**config.mk**
```make
export PLATFORM = sky130hd
export DESIGN_NAME = permutation_rank_unrank
export DESIGN_NICKNAME = d
export VERILOG_FILES = /design/src/rtl/pru_pkg.sv /design/src/rtl/pru_cell.sv /design/src/rtl/permutation_rank_unrank.sv
export VERILOG_INCLUDE_DIRS = /design/src /design/src/rtl
export SDC_FILE = /design/constraint.sdc
export NUM_CORES = 1
export LEC_CHECK = 0
export ABC_AREA = 1
export CELL_PAD_IN_SITES_DETAIL_PLACEMENT = 0
export CELL_PAD_IN_SITES_GLOBAL_PLACEMENT = 1
export CORE_MARGIN = 4
export CORE_UTILIZATION = 44
export DETAILED_ROUTE_END_ITERATION = 7
export DONT_BUFFER_PORTS = 1
export HOLD_SLACK_MARGIN = 0.06
export PLACE_DENSITY_LB_ADDON = 0.1
export SETUP_SLACK_MARGIN = 0.4
export SYNTH_ARGS = -nofsm -noshare
export SYNTH_HDL_FRONTEND = slang
export SYNTH_SLANG_ARGS = --single-unit
```
**constraint.sdc**
```tcl
create_clock -name clk_i -period 4.9 [get_ports clk_i]
set_clock_uncertainty 0.2 [all_clocks]
set_input_delay 0.49 -clock clk_i [delete_from_list [all_inputs] [get_ports clk_i]]
set_output_delay 0.49 -clock clk_i [all_outputs]
set_load 0.005 [all_outputs]
```
**src/rtl/permutation_rank_unrank_macros.svh**
```systemverilog
// Assertion macros shared by the permutation rank/unrank RTL
`ifndef PERMUTATION_RANK_UNRANK_MACROS_SVH
`define PERMUTATION_RANK_UNRANK_MACROS_SVH

`ifndef SYNTHESIS
// Check a property on every clock edge outside reset
`define PRU_ASSERT(lbl, clk, rstn, prop) \
  lbl: assert property (@(posedge clk) disable iff (!rstn) (prop)) \
    else $error("pru: assertion failed");
// Check that an antecedent implies a consequent in the same cycle
`define PRU_ASSERT_IMPL(lbl, clk, rstn, ante, cons) \
  lbl: assert property (@(posedge clk) disable iff (!rstn) (ante) |-> (cons)) \
    else $error("pru: implication failed");
`else
`define PRU_ASSERT(lbl, clk, rstn, prop)
`define PRU_ASSERT_IMPL(lbl, clk, rstn, ante, cons)
`endif

`endif

```
**src/rtl/pru_pkg.sv**
```systemverilog
// Package with widths, codes, stage bus type and helpers for the rank/unrank chain
`timescale 1ns / 1ps

package pru_pkg;

  localparam int unsigned MAX_ELEMS   = 8;
  localparam int unsigned SYM_W       = 3;
  localparam int unsigned PERM_W      = MAX_ELEMS * SYM_W;
  localparam int unsigned RANK_W      = 16;
  localparam int unsigned ELEMS_DEF   = 8;
  // Reciprocal shift: exact quotient for 16-bit dividends and divisors up to 8
  localparam int unsigned RECIP_SHIFT = 19;

  // Action codes
  localparam logic ACT_RANK   = 1'b0;
  localparam logic ACT_UNRANK = 1'b1;

  // Data handed from one cell to the next
  typedef struct packed {
    logic              valid;
    logic              action;
    logic [PERM_W-1:0] perm;   // permutation being ranked
    logic [RANK_W-1:0] acc;    // partial rank
    logic [RANK_W-1:0] num;    // remaining quotient being unranked
    logic [PERM_W-1:0] pool;   // unused symbols, ascending, packed low
    logic [PERM_W-1:0] pout;   // permutation built so far
  } pru_bus_t;

  // Falling factorial n * (n-1) * ... * (n-cnt+1)
  function automatic int unsigned falling(int unsigned n, int unsigned cnt);
    int unsigned p;
    p = 1;
    for (int unsigned k = 0; k < cnt; k++) begin
      p = p * (n - k);
    end
    return p;
  endfunction

  // Initial symbol pool 0..elems-1
  function automatic logic [PERM_W-1:0] pool_init(int unsigned elems);
    logic [PERM_W-1:0] p;
    p = '0;
    for (int unsigned k = 0; k < MAX_ELEMS; k++) begin
      if (k < elems) begin
        p[k*SYM_W +: SYM_W] = SYM_W'(k);
      end
    end
    return p;
  endfunction

endpackage

```
**src/rtl/pru_cell.sv**
```systemverilog
// One position cell of the rank/unrank chain: digit weight for rank, digit pick for unrank
`timescale 1ns / 1ps

module pru_cell #(
  parameter int unsigned ELEMS = pru_pkg::ELEMS_DEF,
  parameter int unsigned POS   = 0
) (
  input  logic             clk_i,
  input  logic             rst_ni,
  input  pru_pkg::pru_bus_t bus_i,
  output pru_pkg::pru_bus_t bus_o
);
  import pru_pkg::*;

  localparam int unsigned RADIX  = ELEMS - POS;
  localparam int unsigned IDX_W  = $clog2(ELEMS);
  localparam int unsigned MULT_W = RECIP_SHIFT + 1;
  localparam int unsigned PROD_W = RANK_W + MULT_W;
  localparam int unsigned MULT   = ((1 << RECIP_SHIFT) + RADIX - 1) / RADIX;
  localparam int unsigned WEIGHT = falling(ELEMS, POS);

  logic [SYM_W-1:0]  own_sym;
  logic [IDX_W-1:0]  cnt;
  logic [PROD_W-1:0] prod;
  pru_bus_t          a_d, a_q;
  logic [RANK_W-1:0] quot_d, quot_q;
  logic [RANK_W-1:0] rem_full;
  logic [IDX_W-1:0]  rem;
  logic [SYM_W-1:0]  pick;
  logic [PERM_W-1:0] pool_nx;
  pru_bus_t          b_d, b_q;

  // Stage A: count smaller later symbols, fold into rank, estimate quotient
  assign own_sym = bus_i.perm[POS*SYM_W +: SYM_W];

  always_comb begin
    cnt = '0;
    for (int unsigned j = POS + 1; j < ELEMS; j++) begin
      if (bus_i.perm[j*SYM_W +: SYM_W] < own_sym) begin
        cnt = cnt + IDX_W'(1);
      end
    end
  end

  assign prod   = PROD_W'(bus_i.num) * PROD_W'(MULT);
  assign quot_d = prod[RECIP_SHIFT +: RANK_W];

  always_comb begin
    a_d     = bus_i;
    a_d.acc = bus_i.acc + RANK_W'(cnt) * RANK_W'(WEIGHT);
  end

  // Stage B: recover digit, pick that unused symbol and close the pool gap
  assign rem_full = a_q.num - quot_q * RANK_W'(RADIX);
  assign rem      = rem_full[IDX_W-1:0];
  assign pick     = a_q.pool[rem*SYM_W +: SYM_W];

  always_comb begin
    pool_nx = '0;
    for (int unsigned k = 0; k < MAX_ELEMS; k++) begin
      if (k < int'(rem)) begin
        pool_nx[k*SYM_W +: SYM_W] = a_q.pool[k*SYM_W +: SYM_W];
      end else if (k + 1 < MAX_ELEMS) begin
        pool_nx[k*SYM_W +: SYM_W] = a_q.pool[(k+1)*SYM_W +: SYM_W];
      end
    end
  end

  always_comb begin
    b_d      = a_q;
    b_d.num  = quot_q;
    b_d.pool = pool_nx;
    b_d.pout = a_q.pout | (PERM_W'(pick) << (POS * SYM_W));
  end

  // Advance both stages every cycle; clear on reset
  always_ff @(posedge clk_i or negedge rst_ni) begin
    if (!rst_ni) begin
      a_q    <= '0;
      quot_q <= '0;
      b_q    <= '0;
    end else begin
      a_q    <= a_d;
      quot_q <= quot_d;
      b_q    <= b_d;
    end
  end

  assign bus_o = b_q;

endmodule

```
**src/rtl/permutation_rank_unrank.sv**
```systemverilog
// Top level of the Lehmer-code rank/unrank chain for up to eight symbols
//
//   channel  | direction | handshake          | payload
//   ---------+-----------+--------------------+---------------------------------
//   command  | in        | start, busy        | action_i, perm_in_i, rank_in_i
//   result   | out       | done_o (strobe)    | rank_out_o, perm_out_o
//
// A command transfers when start is high and busy is low; busy is never raised.
// Every command gives one result; one command per cycle. Each command passes
// through the row of ELEMS cells, each with two register stages
// (symbol count, rank fold and reciprocal multiply, then digit pick).
// Reset clears every stage of the chain; results cannot be stalled.
`timescale 1ns / 1ps
`include "permutation_rank_unrank_macros.svh"

module permutation_rank_unrank #(
  parameter int unsigned ELEMS = pru_pkg::ELEMS_DEF
) (
  input  logic                       clk_i,
  input  logic                       rst_ni,
  input  logic                       start,
  output logic                       busy,
  input  logic                       action_i,
  input  logic [pru_pkg::PERM_W-1:0] perm_in_i,
  input  logic [pru_pkg::RANK_W-1:0] rank_in_i,
  output logic                       done_o,
  output logic [pru_pkg::RANK_W-1:0] rank_out_o,
  output logic [pru_pkg::PERM_W-1:0] perm_out_o
);
  import pru_pkg::*;

  localparam int unsigned LAT  = 2 * ELEMS;
  localparam int unsigned FACT = falling(ELEMS, ELEMS);
  localparam logic [MAX_ELEMS-1:0] FULL = MAX_ELEMS'((1 << ELEMS) - 1);

  pru_bus_t             chain [ELEMS+1];
  pru_bus_t             last;
  logic [MAX_ELEMS-1:0] seen;

  // Never hold off commands
  assign busy = 1'b0;

  // Load the head of the chain on a command transfer
  always_comb begin
    chain[0].valid  = start & ~busy;
    chain[0].action = action_i;
    chain[0].perm   = perm_in_i;
    chain[0].acc    = '0;
    chain[0].num    = rank_in_i;
    chain[0].pool   = pool_init(ELEMS);
    chain[0].pout   = '0;
  end

  // Row of position cells
  for (genvar g = 0; g < ELEMS; g++) begin : g_cell
    pru_cell #(
      .ELEMS (ELEMS),
      .POS   (g)
    ) u_cell (
      .clk_i  (clk_i),
      .rst_ni (rst_ni),
      .bus_i  (chain[g]),
      .bus_o  (chain[g+1])
    );
  end

  // Drive the result, zeroing the field the action does not produce
  assign last       = chain[ELEMS];
  assign done_o     = last.valid;
  assign rank_out_o = (last.action == ACT_RANK) ? last.acc : '0;
  assign perm_out_o = (last.action == ACT_UNRANK) ? last.pout : '0;

  // Mark symbols present in the unranked permutation
  always_comb begin
    seen = '0;
    for (int unsigned k = 0; k < ELEMS; k++) begin
      seen = seen | (MAX_ELEMS'(1) << last.pout[k*SYM_W +: SYM_W]);
    end
  end

  `PRU_ASSERT_IMPL(a_done_latency, clk_i, rst_ni, done_o, $past(start && !busy, LAT))
  `PRU_ASSERT_IMPL(a_rank_bound, clk_i, rst_ni, done_o, rank_out_o < RANK_W'(FACT))
  `PRU_ASSERT_IMPL(a_unrank_perm, clk_i, rst_ni, done_o && last.action == ACT_UNRANK, seen == FULL)

endmodule
```
==> out/qor.yml <==
status:
  outcome: "finished, final reports clean"
critical_path:
  critPathSlowestCell: "fa_1"
  cp.arrival_ps: 4830
  r2r_start: "g_cell[1].u_cell.bus_o[53]$_DFF_PN0_"
  cpMostUsedCell: "fa_1"
  crit_family: "adder cells"
  crit_path_max_fanout: 4
  rrSetupSlack_ps: 390
  cp_data_required_time_ps: 5220
  crit_path_max_incr_delay_ps: 550
  cp-end-kind: "register"
  r2r-end: "g_cell[2].u_cell.quot_q[5]$_DFF_PN0_"
  ff2ff_path_depth: 18
  worstSetupPathType: "register to register"
  crit_chain: "ha_1, buf_4, ha_1, inv_1, fa_1, fa_1, fa_1, inv_1, fa_1, ha_4, nand2_2, inv_1, a21oi_1, nor2_1, o21bai_1, nand3_1, nand2_1, nand2_1"
  critPathLaunchType: "register"
  worst-path-buf-inv: 4
grt:
  track_usage_pct: 15.17
  grt_remaining_overflow: 0
  antenna_found_initial: 0
  grt_pass1_wl_mm: 117.8
  grt_max_degree: 888
  grt_pass1_vias: 24080
sta:
  setup_viol: 0
  setup_tns_ps: 0
  slew_violations: 0
  period_minus_slack_ps: 4512
  fmax_mhz: 221.6
  hold_viol_final: 0
  tightest_slew_ps: 1462
  min_period_over_period_pct: 92.08
  rsz0062_at_grt: "yes"
  setup_slack_ps: 388.2
  slew_headroom_pct: 2.503
finish:
  num-fill-cells: 7596
  final_core_util_pct: 51.66
  finalNonFillerCells: 4779
  n_antenna_cell: 0
  layout-drive-gt1-share_pct: 11.92
  regArea_mm2: 0.02220
  syn2layout_area_growth_pct: 15.64
  final_common_cell: "dfrtp_1"
  multi_input_area_mm2: 0.01534
  final_cell_mix: "dfrtp_1, inv_1, nand2_1"
  fin_nets: 4138
worst_hold_path:
  holdPathStages: 5
  hold_start: "perm_in_i[23]"
  min_path_type: "input pin to register"
  hold_path_end: "g_cell[0].u_cell.a_q[65]$_DFF_PN0_"
yosys:
  seq_area_frac_synth_pct: 56.92
  synth_fp_nets: 3978
  synth_top_cell_area_share_pct: 56.92
  ys_async_sr_fraction_pct: 100.0
  ys_ff_latch: 887
  synth_edf_count: 0
  synth_cells: 3394
  synth.area.top_cells: "dfrtp_1, ha_1, fa_1"
  yosysWarnings: 0
  postSynth.topFlopCell: "dfrtp_1"
  synth_cell_types: 57
  synth_top_cell_by_area: "dfrtp_1"
  syn_area_per_cell_um2: 11.49
  netlist_area_mm2: 0.03900
drt:
  drc_errors: 0
  firstDrtPassIters: 5
  routed_wl_mm: 68.54
  detail_route.wl_per_cell_um: 14.34
  detail-route-antenna-nets: 0
  drt_iter0_drc: 921
  vias: 22330
  vias_per_cell: 4.672
place:
  port_buffers: 0
  placedCellCount: 4542
  place_ws_ps: 108.3
  gp_congestion: 0.8454
  post-dp-hpwl_mm: 49.88
floorplan:
  core_area_mm2: 0.08729
  die_w_um: 305.7
  rows: 108
  fp.dieH_um: 305.7
  die-area_mm2: 0.09346
  io_pins: 86
  start_util_pct: 44.67
clocking:
  clk_latency_ps: 640
  clk_pin_slew_worst_paths_ps: 60
  clockBufferDepth: 3
  cts_tree: "done"
  clock_sinks: 887
  htreeDepth: 3
  clock-root-buffer: "clkbuf_16"
  cts_buffers: 92
flow_run:
  max-cap-violations: 0
## cell type report
cell class,count,share of cell area [%]
sequential,887,49.23
tap,1155,3.205
timing repair buffer,81,1.781
clock inverter,42,1.215
clock buffer,122,5.665
multi-input combinational,1906,34.01
inverter,586,4.889
## Yosys cell counts, types with 10 or more instances
| library cell | number |
|---|---|
| o21ai_1 | 17 |
| a31oi_1 | 15 |
| dfrtp_1 | 887 |
| nand3_1 | 107 |
| nand4_1 | 41 |
| nand2_1 | 524 |
| a21oi_1 | 134 |
| xor2_1 | 49 |
| o21ai_0 | 122 |
| nor3_1 | 27 |
| nor2_1 | 153 |
| inv_1 | 578 |
| a21o_1 | 12 |
| fa_1 | 128 |
| o21bai_1 | 22 |
| nand2_2 | 16 |
| ha_1 | 412 |
| or2_2 | 10 |
| xnor2_1 | 26 |
## kinds of logic (layout without fill, tap and decap cells)
group	count (synthesis)	count (layout)	share of synthesized area, %
simple gates	919	919	10.20
flops	887	887	56.92
buf+inv	601	831	5.859
fa+ha+maj	540	540	19.79
compound gates	362	362	5.265
xor+xnor	78	78	1.810
mux	5	5	0.1412
other cells	2	2	0.01926
## worst max path at each step
stage	startpoint	endpoint	slack [ps]	cells past startpoint
final	g_cell[1].u_cell.bus_o[53]$_DFF_PN0_	g_cell[2].u_cell.quot_q[5]$_DFF_PN0_	390	18
after global routing	g_cell[1].u_cell.bus_o[88]$_DFF_PN0_	g_cell[2].u_cell.a_q[73]$_DFF_PN0_	170	23
after CTS	g_cell[1].u_cell.bus_o[50]$_DFF_PN0_	g_cell[2].u_cell.quot_q[8]$_DFF_PN0_	320	18
after detailed placement	g_cell[1].u_cell.bus_o[50]$_DFF_PN0_	g_cell[2].u_cell.quot_q[8]$_DFF_PN0_	110	18
after global placement	g_cell[1].u_cell.bus_o[50]$_DFF_PN0_	g_cell[2].u_cell.quot_q[8]$_DFF_PN0_	140	18
after floorplan	g_cell[1].u_cell.bus_o[50]$_DFF_PN0_	g_cell[2].u_cell.quot_q[8]$_DFF_PN0_	380	18
## metal layers
metal | vias to the layer above | share of wire (%) | track usage (%) | routed length [um]
li1 | 11100 | - | - | -
met1 | 10820 | 43 | 19.14 | 29670
met2 | 276 | 51 | 26.77 | 34890
met3 | 135 | 2.6 | 2.271 | 1751
met4 | 0 | 3.3 | 5.265 | 2234
met5 | - | 0 | 0 | 0
## registers in the layout, indices dropped and copies added (netlist names)
register              cells
g_cell.u_cell.bus_o     445
g_cell.u_cell.a_q       387
g_cell.u_cell.quot_q     55
## per-stage QoR
step / area [um2] / hold WS (ps)
finish: 45100 / 113.1
global route: 45100 / 107.3
CTS: 44280 / -698.6
detailed placement: 40430 / 29.79
global placement: 40430 / 26.69
floorplan: 39000 / -5.591
## repair_timing
action                                  in CTS  in global routing
buffers inserted                            18                 10
hold buffers                                40                  2
hold endpoints to repair                   928                300
pin swaps                                   31                 68
endpoints found under the setup margin      24                 38
gates resized for setup                     50                148
## worst min-delay path, cell delays in order
cell     delay, ps
ha_1           110
a21o_1         130
a31oi_4         70
nand2_1         60
nand2_1         40
Power is left out: the tool's default activity adds up to more than one toggle a clock period on the data nets, which glitch-free logic cannot reach.
